[config.mk]
export PLATFORM = sky130hd
export DESIGN_NAME = size_weighted_lru_eviction
export DESIGN_NICKNAME = d
export VERILOG_FILES = /design/src/design/swlru_pkg.sv /design/src/design/size_weighted_lru_eviction.sv /design/src/design/swlru_link_mem.sv /design/src/design/swlru_info_mem.sv /design/src/design/swlru_ctrl.sv
export VERILOG_INCLUDE_DIRS = /design/src /design/src/design
export SDC_FILE = /design/constraint.sdc
export NUM_CORES = 2
export LEC_CHECK = 0
export BUFFER_PORTS_ARGS = -buffer_cell sky130_fd_sc_hd__buf_2
export CELL_PAD_IN_SITES_DETAIL_PLACEMENT = 0
export CELL_PAD_IN_SITES_GLOBAL_PLACEMENT = 1
export CORE_ASPECT_RATIO = 2
export CORE_UTILIZATION = 45
export CTS_BUF_LIST = sky130_fd_sc_hd__clkbuf_4
export CTS_CLUSTER_SIZE = 30
export DETAILED_ROUTE_END_ITERATION = 8
export PLACE_DENSITY_LB_ADDON = 0.3
export SYNTH_ARGS = -nofsm -noshare
export SYNTH_HDL_FRONTEND = slang
export SYNTH_HIERARCHICAL = 1
export SYNTH_SLANG_ARGS = --single-unit
[constraint.sdc]
create_clock -name clk -period 6.4 [get_ports clk]
set_clock_uncertainty 0.05 [all_clocks]
set_input_delay 0.32 -clock clk [delete_from_list [all_inputs] [get_ports clk]]
set_output_delay 0.32 -clock clk [all_outputs]
set_load 0.03 [all_outputs]
[src/design/assert_macros.svh]
// Assertion macros shared by the eviction block.
`ifndef ASSERT_MACROS_SVH
`define ASSERT_MACROS_SVH

// Same-cycle implication, checked at every rising edge outside reset.
`define SWL_ASSERT_IMPL(lbl, clk, rst_n, ante, cons) \
  lbl: assert property (@(posedge clk) disable iff (!rst_n) (ante) |-> (cons)) \
    else $error("swlru: same-cycle check failed");

// Next-cycle implication, checked at every rising edge outside reset.
`define SWL_ASSERT_NEXT(lbl, clk, rst_n, ante, cons) \
  lbl: assert property (@(posedge clk) disable iff (!rst_n) (ante) |=> (cons)) \
    else $error("swlru: next-cycle check failed");

`endif

[src/design/swlru_pkg.sv]
package swlru_pkg;

  // Width of the slot number on the ports.
  localparam int ID_W = 6;

  typedef enum logic [1:0] {
    OP_TOUCH = 2'd0,
    OP_STORE = 2'd1,
    OP_DROP  = 2'd2,
    OP_NONE  = 2'd3
  } op_t;

  // Flag part of one result.
  typedef struct packed {
    logic is_eviction;
    logic status;
    logic last;
  } res_ctl_t;

  // Field write enables of the link memory.
  typedef struct packed {
    logic prev;
    logic next;
  } link_we_t;

endpackage

[src/design/size_weighted_lru_eviction.sv]
// Each operation runs from its input transfer to its final result in the output register;
// a store first emits an eviction result, not marked last, for each entry it evicts.
// Throughput: one operation at a time; the next input transfer is taken the cycle after
// the final result enters the output register. Output stalls hold an operation up.
// Reset (synchronous, active low) empties the list, clears the total, sets capacity to all
// ones and then sweeps the slot memory with input stalled.
`include "assert_macros.svh"

module size_weighted_lru_eviction #(
  parameter int ENTRIES   = 64,
  parameter int SIZE_BITS = 40
) (
  input  logic                        clk,
  input  logic                        rst_n,
  input  logic                        in_valid,
  output logic                        in_stall,
  input  logic [1:0]                  in_opcode,
  input  logic [swlru_pkg::ID_W-1:0]  in_entry_id,
  input  logic [SIZE_BITS-1:0]        in_entry_size,
  output logic                        out_valid,
  input  logic                        out_stall,
  output logic                        out_is_eviction,
  output logic [swlru_pkg::ID_W-1:0]  out_evicted_id,
  output logic                        out_status,
  output logic [SIZE_BITS-1:0]        out_total_size,
  output logic                        out_last,
  input  logic                        cfg_we,
  input  logic [SIZE_BITS-1:0]        cfg_wdata
);
  import swlru_pkg::*;

  localparam int SLOT_W = $clog2(ENTRIES);
  localparam int LW     = $clog2(ENTRIES + 1);

  // The sequencer owns the list ends, the running total and the capacity.
  // Slot state lives in two memories: the links (with separate write enables
  // for the previous and next fields) and the occupancy flag with the size.
  logic                 res_push;
  res_ctl_t             res_ctl;
  logic [ID_W-1:0]      res_id;
  logic [SIZE_BITS-1:0] res_total;
  logic                 res_ready;

  logic [SLOT_W-1:0]    mem_raddr;
  link_we_t             lk_we;
  logic [SLOT_W-1:0]    lk_waddr;
  logic [LW-1:0]        lk_wprev;
  logic [LW-1:0]        lk_wnext;
  logic [LW-1:0]        lk_rprev;
  logic [LW-1:0]        lk_rnext;
  logic                 inf_we;
  logic [SLOT_W-1:0]    inf_waddr;
  logic                 inf_wvalid;
  logic [SIZE_BITS-1:0] inf_wsize;
  logic                 inf_rvalid;
  logic [SIZE_BITS-1:0] inf_rsize;

  logic                 out_valid_r, out_valid_nxt;
  res_ctl_t             out_ctl_r;
  logic [ID_W-1:0]      out_id_r;
  logic [SIZE_BITS-1:0] out_total_r;

  swlru_ctrl #(
    .ENTRIES   (ENTRIES),
    .SIZE_BITS (SIZE_BITS)
  ) u_ctrl (
    .clk           (clk),
    .rst_n         (rst_n),
    .in_valid      (in_valid),
    .in_opcode     (in_opcode),
    .in_entry_id   (in_entry_id),
    .in_entry_size (in_entry_size),
    .in_stall      (in_stall),
    .cfg_we        (cfg_we),
    .cfg_wdata     (cfg_wdata),
    .res_push      (res_push),
    .res_ctl       (res_ctl),
    .res_id        (res_id),
    .res_total     (res_total),
    .res_ready     (res_ready),
    .mem_raddr     (mem_raddr),
    .lk_we         (lk_we),
    .lk_waddr      (lk_waddr),
    .lk_wprev      (lk_wprev),
    .lk_wnext      (lk_wnext),
    .lk_rprev      (lk_rprev),
    .lk_rnext      (lk_rnext),
    .inf_we        (inf_we),
    .inf_waddr     (inf_waddr),
    .inf_wvalid    (inf_wvalid),
    .inf_wsize     (inf_wsize),
    .inf_rvalid    (inf_rvalid),
    .inf_rsize     (inf_rsize)
  );

  swlru_link_mem #(
    .ENTRIES (ENTRIES)
  ) u_link_mem (
    .clk   (clk),
    .we    (lk_we),
    .waddr (lk_waddr),
    .wprev (lk_wprev),
    .wnext (lk_wnext),
    .raddr (mem_raddr),
    .rprev (lk_rprev),
    .rnext (lk_rnext)
  );

  swlru_info_mem #(
    .ENTRIES   (ENTRIES),
    .SIZE_BITS (SIZE_BITS)
  ) u_info_mem (
    .clk    (clk),
    .we     (inf_we),
    .waddr  (inf_waddr),
    .wvalid (inf_wvalid),
    .wsize  (inf_wsize),
    .raddr  (mem_raddr),
    .rvalid (inf_rvalid),
    .rsize  (inf_rsize)
  );

  // Output register. It takes a new result whenever it is empty or its
  // current result is being transferred in the same cycle, so a waiting
  // final result never holds up the next input transfer.
  assign res_ready = !out_valid_r || !out_stall;

  always_comb begin
    out_valid_nxt = out_valid_r;
    if (res_push && res_ready) begin
      out_valid_nxt = 1'b1;
    end else if (!out_stall) begin
      out_valid_nxt = 1'b0;
    end
  end

  always_ff @(posedge clk) begin
    if (!rst_n) begin
      out_valid_r <= 1'b0;
    end else begin
      out_valid_r <= out_valid_nxt;
    end
  end

  always_ff @(posedge clk) begin
    if (res_push && res_ready) begin
      out_ctl_r   <= res_ctl;
      out_id_r    <= res_id;
      out_total_r <= res_total;
    end
  end

  assign out_valid       = out_valid_r;
  assign out_is_eviction = out_ctl_r.is_eviction;
  assign out_status      = out_ctl_r.status;
  assign out_last        = out_ctl_r.last;
  assign out_evicted_id  = out_id_r;
  assign out_total_size  = out_total_r;

  // A result handed over by the sequencer shows up on the output next cycle.
  `SWL_ASSERT_NEXT(a_result_loaded, clk, rst_n, res_push && res_ready, out_valid)

endmodule

[src/design/swlru_link_mem.sv]
module swlru_link_mem #(
  parameter int ENTRIES = 64
) (
  input  logic                           clk,
  input  swlru_pkg::link_we_t            we,
  input  logic [$clog2(ENTRIES)-1:0]     waddr,
  input  logic [$clog2(ENTRIES+1)-1:0]   wprev,
  input  logic [$clog2(ENTRIES+1)-1:0]   wnext,
  input  logic [$clog2(ENTRIES)-1:0]     raddr,
  output logic [$clog2(ENTRIES+1)-1:0]   rprev,
  output logic [$clog2(ENTRIES+1)-1:0]   rnext
);
  import swlru_pkg::*;

  localparam int LW = $clog2(ENTRIES + 1);

  // Each word holds the previous link in the upper half, the next link below.
  logic [2*LW-1:0] mem [ENTRIES];
  logic [2*LW-1:0] rdata_r;

  always_ff @(posedge clk) begin
    if (we.prev) begin
      mem[waddr][2*LW-1:LW] <= wprev;
    end
    if (we.next) begin
      mem[waddr][LW-1:0] <= wnext;
    end
    rdata_r <= mem[raddr];
  end

  assign rprev = rdata_r[2*LW-1:LW];
  assign rnext = rdata_r[LW-1:0];

endmodule

[src/design/swlru_info_mem.sv]
module swlru_info_mem #(
  parameter int ENTRIES   = 64,
  parameter int SIZE_BITS = 40
) (
  input  logic                       clk,
  input  logic                       we,
  input  logic [$clog2(ENTRIES)-1:0] waddr,
  input  logic                       wvalid,
  input  logic [SIZE_BITS-1:0]       wsize,
  input  logic [$clog2(ENTRIES)-1:0] raddr,
  output logic                       rvalid,
  output logic [SIZE_BITS-1:0]       rsize
);

  // Occupancy flag on top of the entry size.
  logic [SIZE_BITS:0] mem [ENTRIES];
  logic [SIZE_BITS:0] rdata_r;

  always_ff @(posedge clk) begin
    if (we) begin
      mem[waddr] <= {wvalid, wsize};
    end
    rdata_r <= mem[raddr];
  end

  assign rvalid = rdata_r[SIZE_BITS];
  assign rsize  = rdata_r[SIZE_BITS-1:0];

endmodule

[src/design/swlru_ctrl.sv]
`include "assert_macros.svh"

module swlru_ctrl #(
  parameter int ENTRIES   = 64,
  parameter int SIZE_BITS = 40
) (
  input  logic                             clk,
  input  logic                             rst_n,
  input  logic                             in_valid,
  input  logic [1:0]                       in_opcode,
  input  logic [swlru_pkg::ID_W-1:0]       in_entry_id,
  input  logic [SIZE_BITS-1:0]             in_entry_size,
  output logic                             in_stall,
  input  logic                             cfg_we,
  input  logic [SIZE_BITS-1:0]             cfg_wdata,
  output logic                             res_push,
  output swlru_pkg::res_ctl_t              res_ctl,
  output logic [swlru_pkg::ID_W-1:0]       res_id,
  output logic [SIZE_BITS-1:0]             res_total,
  input  logic                             res_ready,
  output logic [$clog2(ENTRIES)-1:0]       mem_raddr,
  output swlru_pkg::link_we_t              lk_we,
  output logic [$clog2(ENTRIES)-1:0]       lk_waddr,
  output logic [$clog2(ENTRIES+1)-1:0]     lk_wprev,
  output logic [$clog2(ENTRIES+1)-1:0]     lk_wnext,
  input  logic [$clog2(ENTRIES+1)-1:0]     lk_rprev,
  input  logic [$clog2(ENTRIES+1)-1:0]     lk_rnext,
  output logic                             inf_we,
  output logic [$clog2(ENTRIES)-1:0]       inf_waddr,
  output logic                             inf_wvalid,
  output logic [SIZE_BITS-1:0]             inf_wsize,
  input  logic                             inf_rvalid,
  input  logic [SIZE_BITS-1:0]             inf_rsize
);
  import swlru_pkg::*;

  localparam int SLOT_W = $clog2(ENTRIES);
  localparam int LW     = $clog2(ENTRIES + 1);
  localparam logic [LW-1:0]     HEAD      = LW'(ENTRIES);
  localparam logic [SLOT_W-1:0] LAST_SLOT = SLOT_W'(ENTRIES - 1);

  typedef enum logic [10:0] {
    S_CLEAR   = 11'b00000000001,
    S_IDLE    = 11'b00000000010,
    S_LOOK    = 11'b00000000100,
    S_UNL_P   = 11'b00000001000,
    S_UNL_N   = 11'b00000010000,
    S_EVAL    = 11'b00000100000,
    S_EV_LOOK = 11'b00001000000,
    S_EMIT    = 11'b00010000000,
    S_LNK_S   = 11'b00100000000,
    S_LNK_F   = 11'b01000000000,
    S_FINAL   = 11'b10000000000
  } state_t;

  state_t                st_r, st_nxt;
  logic [SLOT_W-1:0]     clr_r, clr_nxt;
  logic                  ev_r, ev_nxt;
  logic [LW-1:0]         mr_r, mr_nxt;
  logic [LW-1:0]         lr_r, lr_nxt;
  logic [SIZE_BITS-1:0]  total_r, total_nxt;
  logic [SIZE_BITS-1:0]  cap_r, cap_nxt;
  op_t                   op_r, op_nxt;
  logic [SLOT_W-1:0]     slot_r, slot_nxt;
  logic [SIZE_BITS-1:0]  size_r, size_nxt;
  logic [SLOT_W-1:0]     cur_r, cur_nxt;
  logic [LW-1:0]         p_r, p_nxt;
  logic [LW-1:0]         n_r, n_nxt;
  logic [SIZE_BITS-1:0]  csize_r, csize_nxt;
  logic                  status_r, status_nxt;

  logic                  id_ok;
  logic [SLOT_W-1:0]     in_slot;
  logic [SIZE_BITS-1:0]  cap_room;

  assign id_ok    = (32'(in_entry_id) < 32'(ENTRIES));
  assign in_slot  = SLOT_W'(in_entry_id);
  assign cap_room = cap_r - size_r;
  assign in_stall = (st_r != S_IDLE);
  assign res_total = total_r;

  always_comb begin
    st_nxt     = st_r;
    clr_nxt    = clr_r;
    ev_nxt     = ev_r;
    mr_nxt     = mr_r;
    lr_nxt     = lr_r;
    total_nxt  = total_r;
    cap_nxt    = cfg_we ? cfg_wdata : cap_r;
    op_nxt     = op_r;
    slot_nxt   = slot_r;
    size_nxt   = size_r;
    cur_nxt    = cur_r;
    p_nxt      = p_r;
    n_nxt      = n_r;
    csize_nxt  = csize_r;
    status_nxt = status_r;

    mem_raddr  = slot_r;
    lk_we      = '0;
    lk_waddr   = slot_r;
    lk_wprev   = HEAD;
    lk_wnext   = mr_r;
    inf_we     = 1'b0;
    inf_waddr  = slot_r;
    inf_wvalid = 1'b0;
    inf_wsize  = size_r;
    res_push   = 1'b0;
    res_ctl    = '0;
    res_id     = '0;

    unique case (st_r)
      S_CLEAR: begin
        inf_we    = 1'b1;
        inf_waddr = clr_r;
        inf_wsize = '0;
        clr_nxt   = clr_r + 1'b1;
        if (clr_r == LAST_SLOT) begin
          st_nxt = S_IDLE;
        end
      end
      S_IDLE: begin
        mem_raddr = in_slot;
        if (in_valid) begin
          op_nxt     = op_t'(in_opcode);
          slot_nxt   = in_slot;
          size_nxt   = in_entry_size;
          status_nxt = 1'b0;
          ev_nxt     = 1'b0;
          if (!id_ok || op_t'(in_opcode) == OP_NONE) begin
            st_nxt = S_FINAL;
          end else begin
            st_nxt = S_LOOK;
          end
        end
      end
      S_LOOK: begin
        cur_nxt   = slot_r;
        p_nxt     = lk_rprev;
        n_nxt     = lk_rnext;
        csize_nxt = inf_rsize;
        unique case (op_r)
          OP_STORE: st_nxt = inf_rvalid ? S_UNL_P : S_EVAL;
          default:  st_nxt = inf_rvalid ? S_UNL_P : S_FINAL;
        endcase
      end
      S_UNL_P: begin
        if (p_r == HEAD) begin
          mr_nxt = n_r;
        end else begin
          lk_we.next = 1'b1;
          lk_waddr   = p_r[SLOT_W-1:0];
          lk_wnext   = n_r;
        end
        st_nxt = S_UNL_N;
      end
      S_UNL_N: begin
        if (n_r == HEAD) begin
          lr_nxt = p_r;
        end else begin
          lk_we.prev = 1'b1;
          lk_waddr   = n_r[SLOT_W-1:0];
          lk_wprev   = p_r;
        end
        // Everything but a touch takes the entry out of the cache.
        if (ev_r || op_r != OP_TOUCH) begin
          inf_we    = 1'b1;
          inf_waddr = cur_r;
          inf_wsize = csize_r;
          total_nxt = (total_r >= csize_r) ? total_r - csize_r : '0;
        end
        if (ev_r) begin
          st_nxt = S_EMIT;
        end else begin
          unique case (op_r)
            OP_TOUCH: st_nxt = S_LNK_S;
            OP_STORE: st_nxt = S_EVAL;
            default:  st_nxt = S_FINAL;
          endcase
        end
      end
      S_EVAL: begin
        mem_raddr = lr_r[SLOT_W-1:0];
        if (size_r > cap_r) begin
          status_nxt = 1'b1;
          st_nxt     = S_FINAL;
        end else if (total_r > cap_room && lr_r != HEAD) begin
          cur_nxt = lr_r[SLOT_W-1:0];
          st_nxt  = S_EV_LOOK;
        end else begin
          st_nxt = S_LNK_S;
        end
      end
      S_EV_LOOK: begin
        p_nxt     = lk_rprev;
        n_nxt     = lk_rnext;
        csize_nxt = inf_rsize;
        ev_nxt    = 1'b1;
        st_nxt    = S_UNL_P;
      end
      S_EMIT: begin
        res_push            = 1'b1;
        res_ctl.is_eviction = 1'b1;
        res_id              = ID_W'(cur_r);
        if (res_ready) begin
          ev_nxt = 1'b0;
          st_nxt = S_EVAL;
        end
      end
      S_LNK_S: begin
        lk_we.prev = 1'b1;
        lk_we.next = 1'b1;
        lk_waddr   = slot_r;
        lk_wprev   = HEAD;
        lk_wnext   = mr_r;
        if (op_r == OP_STORE) begin
          inf_we     = 1'b1;
          inf_waddr  = slot_r;
          inf_wvalid = 1'b1;
          inf_wsize  = size_r;
          total_nxt  = total_r + size_r;
        end
        if (mr_r == HEAD) begin
          lr_nxt = LW'(slot_r);
          mr_nxt = LW'(slot_r);
          st_nxt = S_FINAL;
        end else begin
          st_nxt = S_LNK_F;
        end
      end
      S_LNK_F: begin
        lk_we.prev = 1'b1;
        lk_waddr   = mr_r[SLOT_W-1:0];
        lk_wprev   = LW'(slot_r);
        mr_nxt     = LW'(slot_r);
        st_nxt     = S_FINAL;
      end
      S_FINAL: begin
        res_push       = 1'b1;
        res_ctl.status = status_r;
        res_ctl.last   = 1'b1;
        if (res_ready) begin
          st_nxt = S_IDLE;
        end
      end
      default: begin
        st_nxt = S_IDLE;
      end
    endcase
  end

  always_ff @(posedge clk) begin
    if (!rst_n) begin
      st_r    <= S_CLEAR;
      clr_r   <= '0;
      ev_r    <= 1'b0;
      mr_r    <= HEAD;
      lr_r    <= HEAD;
      total_r <= '0;
      cap_r   <= '1;
    end else begin
      st_r    <= st_nxt;
      clr_r   <= clr_nxt;
      ev_r    <= ev_nxt;
      mr_r    <= mr_nxt;
      lr_r    <= lr_nxt;
      total_r <= total_nxt;
      cap_r   <= cap_nxt;
    end
  end

  always_ff @(posedge clk) begin
    op_r     <= op_nxt;
    slot_r   <= slot_nxt;
    size_r   <= size_nxt;
    cur_r    <= cur_nxt;
    p_r      <= p_nxt;
    n_r      <= n_nxt;
    csize_r  <= csize_nxt;
    status_r <= status_nxt;
  end

  // Between operations the list is either empty at both ends or at neither.
  `SWL_ASSERT_IMPL(a_heads_agree, clk, rst_n, st_r == S_IDLE, (mr_r == HEAD) == (lr_r == HEAD))
  // The least recent entry picked for eviction must be occupied.
  `SWL_ASSERT_IMPL(a_victim_valid, clk, rst_n, st_r == S_EV_LOOK, inf_rvalid)
  // No memory write may collide with the read issued for a new item.
  `SWL_ASSERT_IMPL(a_idle_no_write, clk, rst_n, st_r == S_IDLE, !inf_we && !lk_we.prev && !lk_we.next)

endmodule
Yosys cells after proc, flatten, opt, wreduce, memory -nomap -nowiden
Memories as Yosys holds them, arrays and structs flattened. A register that Yosys moved wholly into a read port is not among the register bits.
Index checks and enable logic that the tools add are counted.
{"block": "totals", "ram_bits": 3520, "register_bits": 271, "inputBits": 93, "word_cells": 148, "mem_count": 2, "latchBits": 0, "output_inout_bits": 51, "romBits": 0}
{"name": "u_info_mem.mem", "words": 64, "word_bits": 41, "read_ports": 1, "rd_clocked_by_memory_dff": 1, "wr": 1, "line": "swlru_info_mem.sv:16", "text": "logic [SIZE_BITS:0] mem [ENTRIES];"}
{"name": "u_link_mem.mem", "words": 64, "word_bits": 14, "read_ports": 1, "rd_clocked_by_memory_dff": 1, "wr": 1, "line": "swlru_link_mem.sv:18", "text": "logic [2*LW-1:0] mem [ENTRIES];"}
{"block": "classes", "muxes": 62, "reduce_logical": 24, "n_shift": 0, "n_div": 0, "n_eq_ne": 32, "magnitude_cmp": 3, "bitwise_logic": 0, "mul": 0, "n_addsub": 4}
{"operator": "40-bit 2-to-1 mux", "count": 4}
{"operator": "40-bit case mux with 2 select lines", "count": 2}
{"operator": "11-bit case mux with 11 select lines", "count": 1}
{"operator": "11-bit 2-to-1 mux", "count": 10}
{"operator": "40-bit greater-than comparator", "count": 2}
{"operator": "40-bit subtractor", "count": 2}
{"operator": "7-bit 2-to-1 mux", "count": 6}
{"operator": "40-bit adder", "count": 1}
{"operator": "40-bit greater-or-equal comparator", "count": 1}
{"operator": "6-bit 2-to-1 mux", "count": 6}
{"operator": "6-bit case mux with 2 select lines", "count": 3}
{"operator": "7-bit case mux with 2 select lines", "count": 2}
{"operator": "11-bit case mux with 2 select lines", "count": 1}
{"operator": "7-bit equality test (second input constant)", "count": 3}
{"operator": "7-bit case mux with 3 select lines", "count": 1}
{"operator": "1-bit 2-to-1 mux", "count": 19}
{"operator": "2-bit by 1-bit != test with 1-bit output (second input constant)", "count": 9}
{"operator": "6-bit case mux with 3 select lines", "count": 1}
{"operator": "3-bit AND reduction", "count": 6}
{"operator": "11-bit by 1-bit equality test with 1-bit output (second input constant)", "count": 1}
{"operator": "11-bit by 10-bit equality test with 1-bit output (second input constant)", "count": 1}
{"operator": "11-bit equality test (second input constant)", "count": 1}
{"operator": "11-bit by 2-bit equality test with 1-bit output (second input constant)", "count": 1}
{"operator": "11-bit by 3-bit equality test with 1-bit output (second input constant)", "count": 1}
{"operator": "25 further kinds", "count": 40}

Logic depth before layout (Yosys ltp)
{"block": "depth", "word_depth": 6, "ltp_mapped": 25, "ltp_nobuf": 25}

Hierarchy
The synthesis kept the hierarchy.
{"mod": "swlru_info_mem", "seq_area_each_um2": 79616.4, "instances": 1, "cells_each": 4226, "area_each_um2": 100108.5}
{"mod": "swlru_link_mem", "seq_area_each_um2": 27186.1, "instances": 1, "cells_each": 1601, "area_each_um2": 34956.0}
{"mod": "swlru_ctrl", "seq_area_each_um2": 5515.3, "instances": 1, "cells_each": 1879, "area_each_um2": 16422.0}
{"mod": "size_weighted_lru_eviction", "seq_area_each_um2": 1491.4, "instances": 1, "cells_each": 54, "area_each_um2": 1512.7}

Worst setup path after synthesis
No wires, ideal clock.
{"block": "synth_path", "path_type": "reg2reg", "startpoint": "reg u_ctrl.st_r[1]", "endpoint": "mem u_info_mem/mem[48][0] (netlist name), enable pin", "required_ns": 5.860, "slack_ns": -0.026, "setup_ns": 0.490, "synth_period_minus_slack_ns": 6.426, "stages_incl_launch_ff": 9, "path_buffers": 0, "t_arrival_ns": 5.886, "path_cell_list": "dfxtp_1 -> nor4_1 -> nand3_1 -> nor3b_1 -> and2_1 -> or3_1 -> nor2b_1 -> nand4b_1 -> nor3_1"}
{"block": "synth_via", "elab_chain_len": 4, "word_cells_on_any_way": 7, "classes_between": "3 x eq/ne; 4 x mux"}
{"element": "start: declaration", "line": "swlru_ctrl.sv:56", "text": "state_t st_r, st_nxt;"}
{"element": "start signal: assignment", "line": "swlru_ctrl.sv:262", "text": "st_r <= st_nxt;"}
{"element": "11-bit by 9-bit equality test with 1-bit output (tied with other cells)", "line": "swlru_ctrl.sv:112", "text": "unique case (st_r)"}
{"element": "1-bit case mux with 3 select lines *", "line": "swlru_ctrl.sv:112"}
{"element": "net inf_we", "line": "size_weighted_lru_eviction.sv:51", "text": "logic inf_we;"}
{"element": "1-bit 2-to-1 mux *", "line": "swlru_info_mem.sv:20", "text": "if (we) begin"}
{"element": "1-bit 2-to-1 mux (not written as such) *", "line": "swlru_info_mem.sv:21", "text": "mem[waddr] <= {wvalid, wsize};"}
{"element": "end: declaration", "line": "swlru_info_mem.sv:16"}
The timed path passes the listed nets; every way through them passes the cells marked *.

Worst setup path in the final report
{"block": "layout_path", "startpoint": "reg u_ctrl.size_r[1]", "endpoint": "reg u_ctrl.cur_r[2], enable pin"}
{"block": "layout_via", "elab_chain_len": 5, "word_cells_on_any_way": 7, "classes_between": "1 x add/sub; 2 x order compare; 2 x eq/ne; 2 x reduce/logical"}
{"element": "start: declaration", "line": "swlru_ctrl.sv:65", "text": "logic [SIZE_BITS-1:0] size_r, size_nxt;"}
{"element": "start signal: assignment", "line": "swlru_ctrl.sv:275", "text": "size_r <= size_nxt;"}
{"element": "40-bit subtractor", "line": "swlru_ctrl.sv:78", "text": "assign cap_room = cap_r - size_r;"}
{"element": "40-bit greater-than comparator", "line": "swlru_ctrl.sv:187", "text": "end else if (total_r > cap_room && lr_r != HEAD) begin"}
{"element": "1-bit logical AND", "line": "swlru_ctrl.sv:187"}
{"element": "2-bit by 1-bit != test with 1-bit output (no source line)"}
{"element": "3-bit AND reduction (no source line) *"}
{"element": "end signal: assignment", "line": "swlru_ctrl.sv:276", "text": "cur_r <= cur_nxt;"}
{"element": "end: declaration", "line": "swlru_ctrl.sv:66", "text": "logic [SLOT_W-1:0] cur_r, cur_nxt;"}
Every way passes the cells marked *; elsewhere a longest branch is shown, timed or not.
A chain may end at the register's enable or synchronous reset.

==> results.ini <==
[critical_path]
critPathKind = reg2reg
cp_max_fo = 6
crit_path_start_kind = flip-flop
worstRegToRegCells = 25
critPathMostFrequentCell = buf_4
cp-end-kind = flip-flop
critPathArrivalTime_ns = 7.17
cp_num_buf_inv = 4
critPathMaxStageDelay_ns = 0.44
cpMaxStageDelayCell = edfxtp_1
crit_cells = 25
path_delay_family = compound AO/OA/AOI/OAI gates
required_ns = 7.54

[die]
core-area_mm2 = 0.338
start_util_pct = 45.2
die_h_um = 827
dieWidth_um = 414
die-area_mm2 = 0.342
io_pins = 144
row_count = 302

[synthesis]
synth_compound_area_share_pct = 4.99
synth.net_count = 8016
synth-edff-count = 3678
yosys.area_share.simple_pct = 3.02
ys_ff_latch = 3846
ys_types = 94
synth_cells = 7760
ys_async_sr_fraction_pct = 0
synth_top_family_by_area = multiplexers
yosysTopAreaCell = edfxtp_1
synth_area_per_cell_um2 = 19.7
synth-xor-area-share_pct = 0.635
synthTopCellsByCount = edfxtp_1 (3678), mux4_2 (878), nor2_1 (406)
synth_top_area_share_pct = 72.2
synth_mux_area_share_pct = 14.0
yosysWarnings = 6
synth_fa_ha_area_share_pct = 1.35
synth-main-ff-cell = edfxtp_1
synth_most_common_cell = edfxtp_1
yosys-top-cells-area = edfxtp_1 (72%), mux4_2 (13%), dfxtp_1 (2.2%)
synth_area_mm2 = 0.153
seq_area_frac_synth_pct = 74.4

[routing]
wl_mm = 453
first_pass_iters = 6
vias = 84815
drtIter0Drc = 7621
drtAntennaViolNets = 0
drc = 0
routedWlPerCell_um = 32.3
via_per_inst = 6.04

[placement]
dp_hpwl_mm = 292
gp_congestion = 0.929
portBuffers = 143

[clocking]
clock-sinks = 3846
root_buffer = clkbuf_4
clockBufferDepth = 4
clock_latency_ns = 1.52
htreeDepth = 6
clkTransAtPathRegs_ns = 0.08
cts_buffers = 814
cts_tree = built

[timing]
fin_crit_sh_pct = 94.2
period_needed_ns = 6.03
setup_viol_count_final = 0
drv_slew = 0
grt_setup_unrepaired = false
fmax_mhz = 166
hold_viol_final = 0
slew_headroom_pct = 5.36
max_slew.worst_pin.slew_ns = 1.42
final.setup.tns_ns = 0

[pwr]
combPwrFrac_pct = 10.3
pwr-share-seq_pct = 54.8
swShare_pct = 24.9
p_leak_nw = 59.5
ir_drop_v = 0.000152
p_per_area_mw_per_mm2 = 298
intPower_mw = 39.3
p_sw_mw = 13.0
p_total_mw = 52.3
clkPwrFrac_pct = 34.8

[global_routing]
grt_pass1_wl_mm = 641
grt_pass1_vias = 90080
grt_util_all_layers_pct = 26.3
gr-total-overflow = 0
antenna_found_initial = 18
grt_max_degree = 119

[finish]
area_growth_pct = 14.6
nNetsFinal = 9251
drive_gt1_share_pct = 29.8
nFillCells = 26951

[min_path]
min_delay_path_depth = 3
holdCritPathClass = in2reg

[flow_run]
cap_violations = 0

[status]
status = complete, no violations

==> tightest hold or removal path: cells and delay by family <==
family / cells / cell delay, ns
buf+inv: 3 / 1.20
==> power groups by stage <==
stage,sequential (mW),combinational (mW),clock (mW)
6_report,28.7,5.40,18.2
5_1_grt,28.7,5.65,19.8
4_1_cts,28.7,5.41,18.7
3_5_place_dp,29.3,5.25,0
3_3_place_gp,29.2,5.15,0
2_1_floorplan,29.2,3.16,0
==> routing by layer <==
| metal | vias to the layer above | global-route usage [%] | share of wire (%) |
|---|---|---|---|
| li1 | 35305 | - | - |
| met1 | 44720 | 27.0 | 32 |
| met2 | 3666 | 49.7 | 55 |
| met3 | 1112 | 4.06 | 6.0 |
| met4 | 12 | 16.1 | 6.7 |
| met5 | - | 0 | 0.015 |
==> sequential cells by signal, summed over array words and instances, names as in the netlist, 6 cells and up <==
register            flops
out_evicted_id          6
out_total_size         40
u_ctrl/cap_r           40
u_ctrl/clr_r            6
u_ctrl/csize_r         40
u_ctrl/cur_r            6
u_ctrl/lr_r             7
u_ctrl/mr_r             7
u_ctrl/n_r              7
u_ctrl/p_r              7
u_ctrl/res_total       40
u_ctrl/size_r          40
u_ctrl/slot_r           6
u_ctrl/st_r            11
u_info_mem/mem       2624
u_info_mem/rdata_r     41
u_link_mem/mem        896
u_link_mem/rdata_r     14
==> logic make-up after synthesis <==
| group | after synthesis |
|---|---|
| buffers and inverters | 527 |
| adder cells (fa/ha/maj) | 163 |
| flip-flops | 3846 |
| AND/OR/NAND/NOR | 996 |
| XOR/XNOR | 111 |
| multiplexers | 1028 |
| AO/OA/AOI/OAI | 1089 |
==> cell type report <==
class	instances	area, µm²	area share (%)
Clock inverter	249	1340	0.765
Antenna cell	13	32.5	0.0186
Multi-Input combinational cell	3387	37500	21.4
Clock buffer	1183	8880	5.06
Tap cell	4408	5520	3.15
Timing Repair Buffer	828	7850	4.47
Inverter	118	443	0.253
Sequential cell	3846	114000	64.9
==> worst paths after layout <==
kind | start | endpoint | slack [ns]
worst min register to register | u_info_mem/rdata_r[6] | u_ctrl/csize_r[6] | 0.34
worst min-delay path | in_entry_size[16] | u_ctrl/size_r[16] | 0.15
worst max register to register | u_ctrl/size_r[1] | u_ctrl/cur_r[2] | 0.37
worst max-delay path | u_ctrl/size_r[1] | u_ctrl/cur_r[2] | 0.37
==> stage by stage <==
step | worst slack (ns) | area (µm²) | util [%] | hold slack (ns) | cells
6_report | 0.372 | 175000 | 51.9 | 0.148 | 14032
2_1_floorplan | 0.969 | 153000 | - | 0.336 | 7760
3_3_place_gp | -0.554 | 162000 | 47.9 | 0.340 | 12288
3_5_place_dp | -0.370 | 162000 | 47.9 | 0.339 | 12288
5_1_grt | 0.0482 | 175000 | 51.8 | 0.0836 | 14028
4_1_cts | 0.0977 | 175000 | 51.8 | 0.0250 | 14019
==> what timing repair did <==
item	CTS	global route
resized for setup	2	4
pin swaps	0	1
setup endpoints to repair	8	6
hold buffers	299	0
endpoints found under the hold margin	264	0
buffers inserted	0	0
==> cell usage in the layout (no fill, tap or decap), types with 70 or more instances in the layout <==
cell / n
mux4_2: 878
a21o_1: 85
a22o_1: 70
nor2_1: 341
edfxtp_1: 3678
dfxtp_1: 168
buf_12: 99
inv_1: 115
buf_2: 143
a221oi_1: 107
o21ai_0: 95
dlygate4sd3_1: 299
nand2_1: 225
a21oi_1: 242
buf_4: 287
clkinv_1: 171
o22ai_1: 139
ha_1: 160
mux2i_1: 132
clkbuf_4: 1183
(Power assumes the default switching activity.)
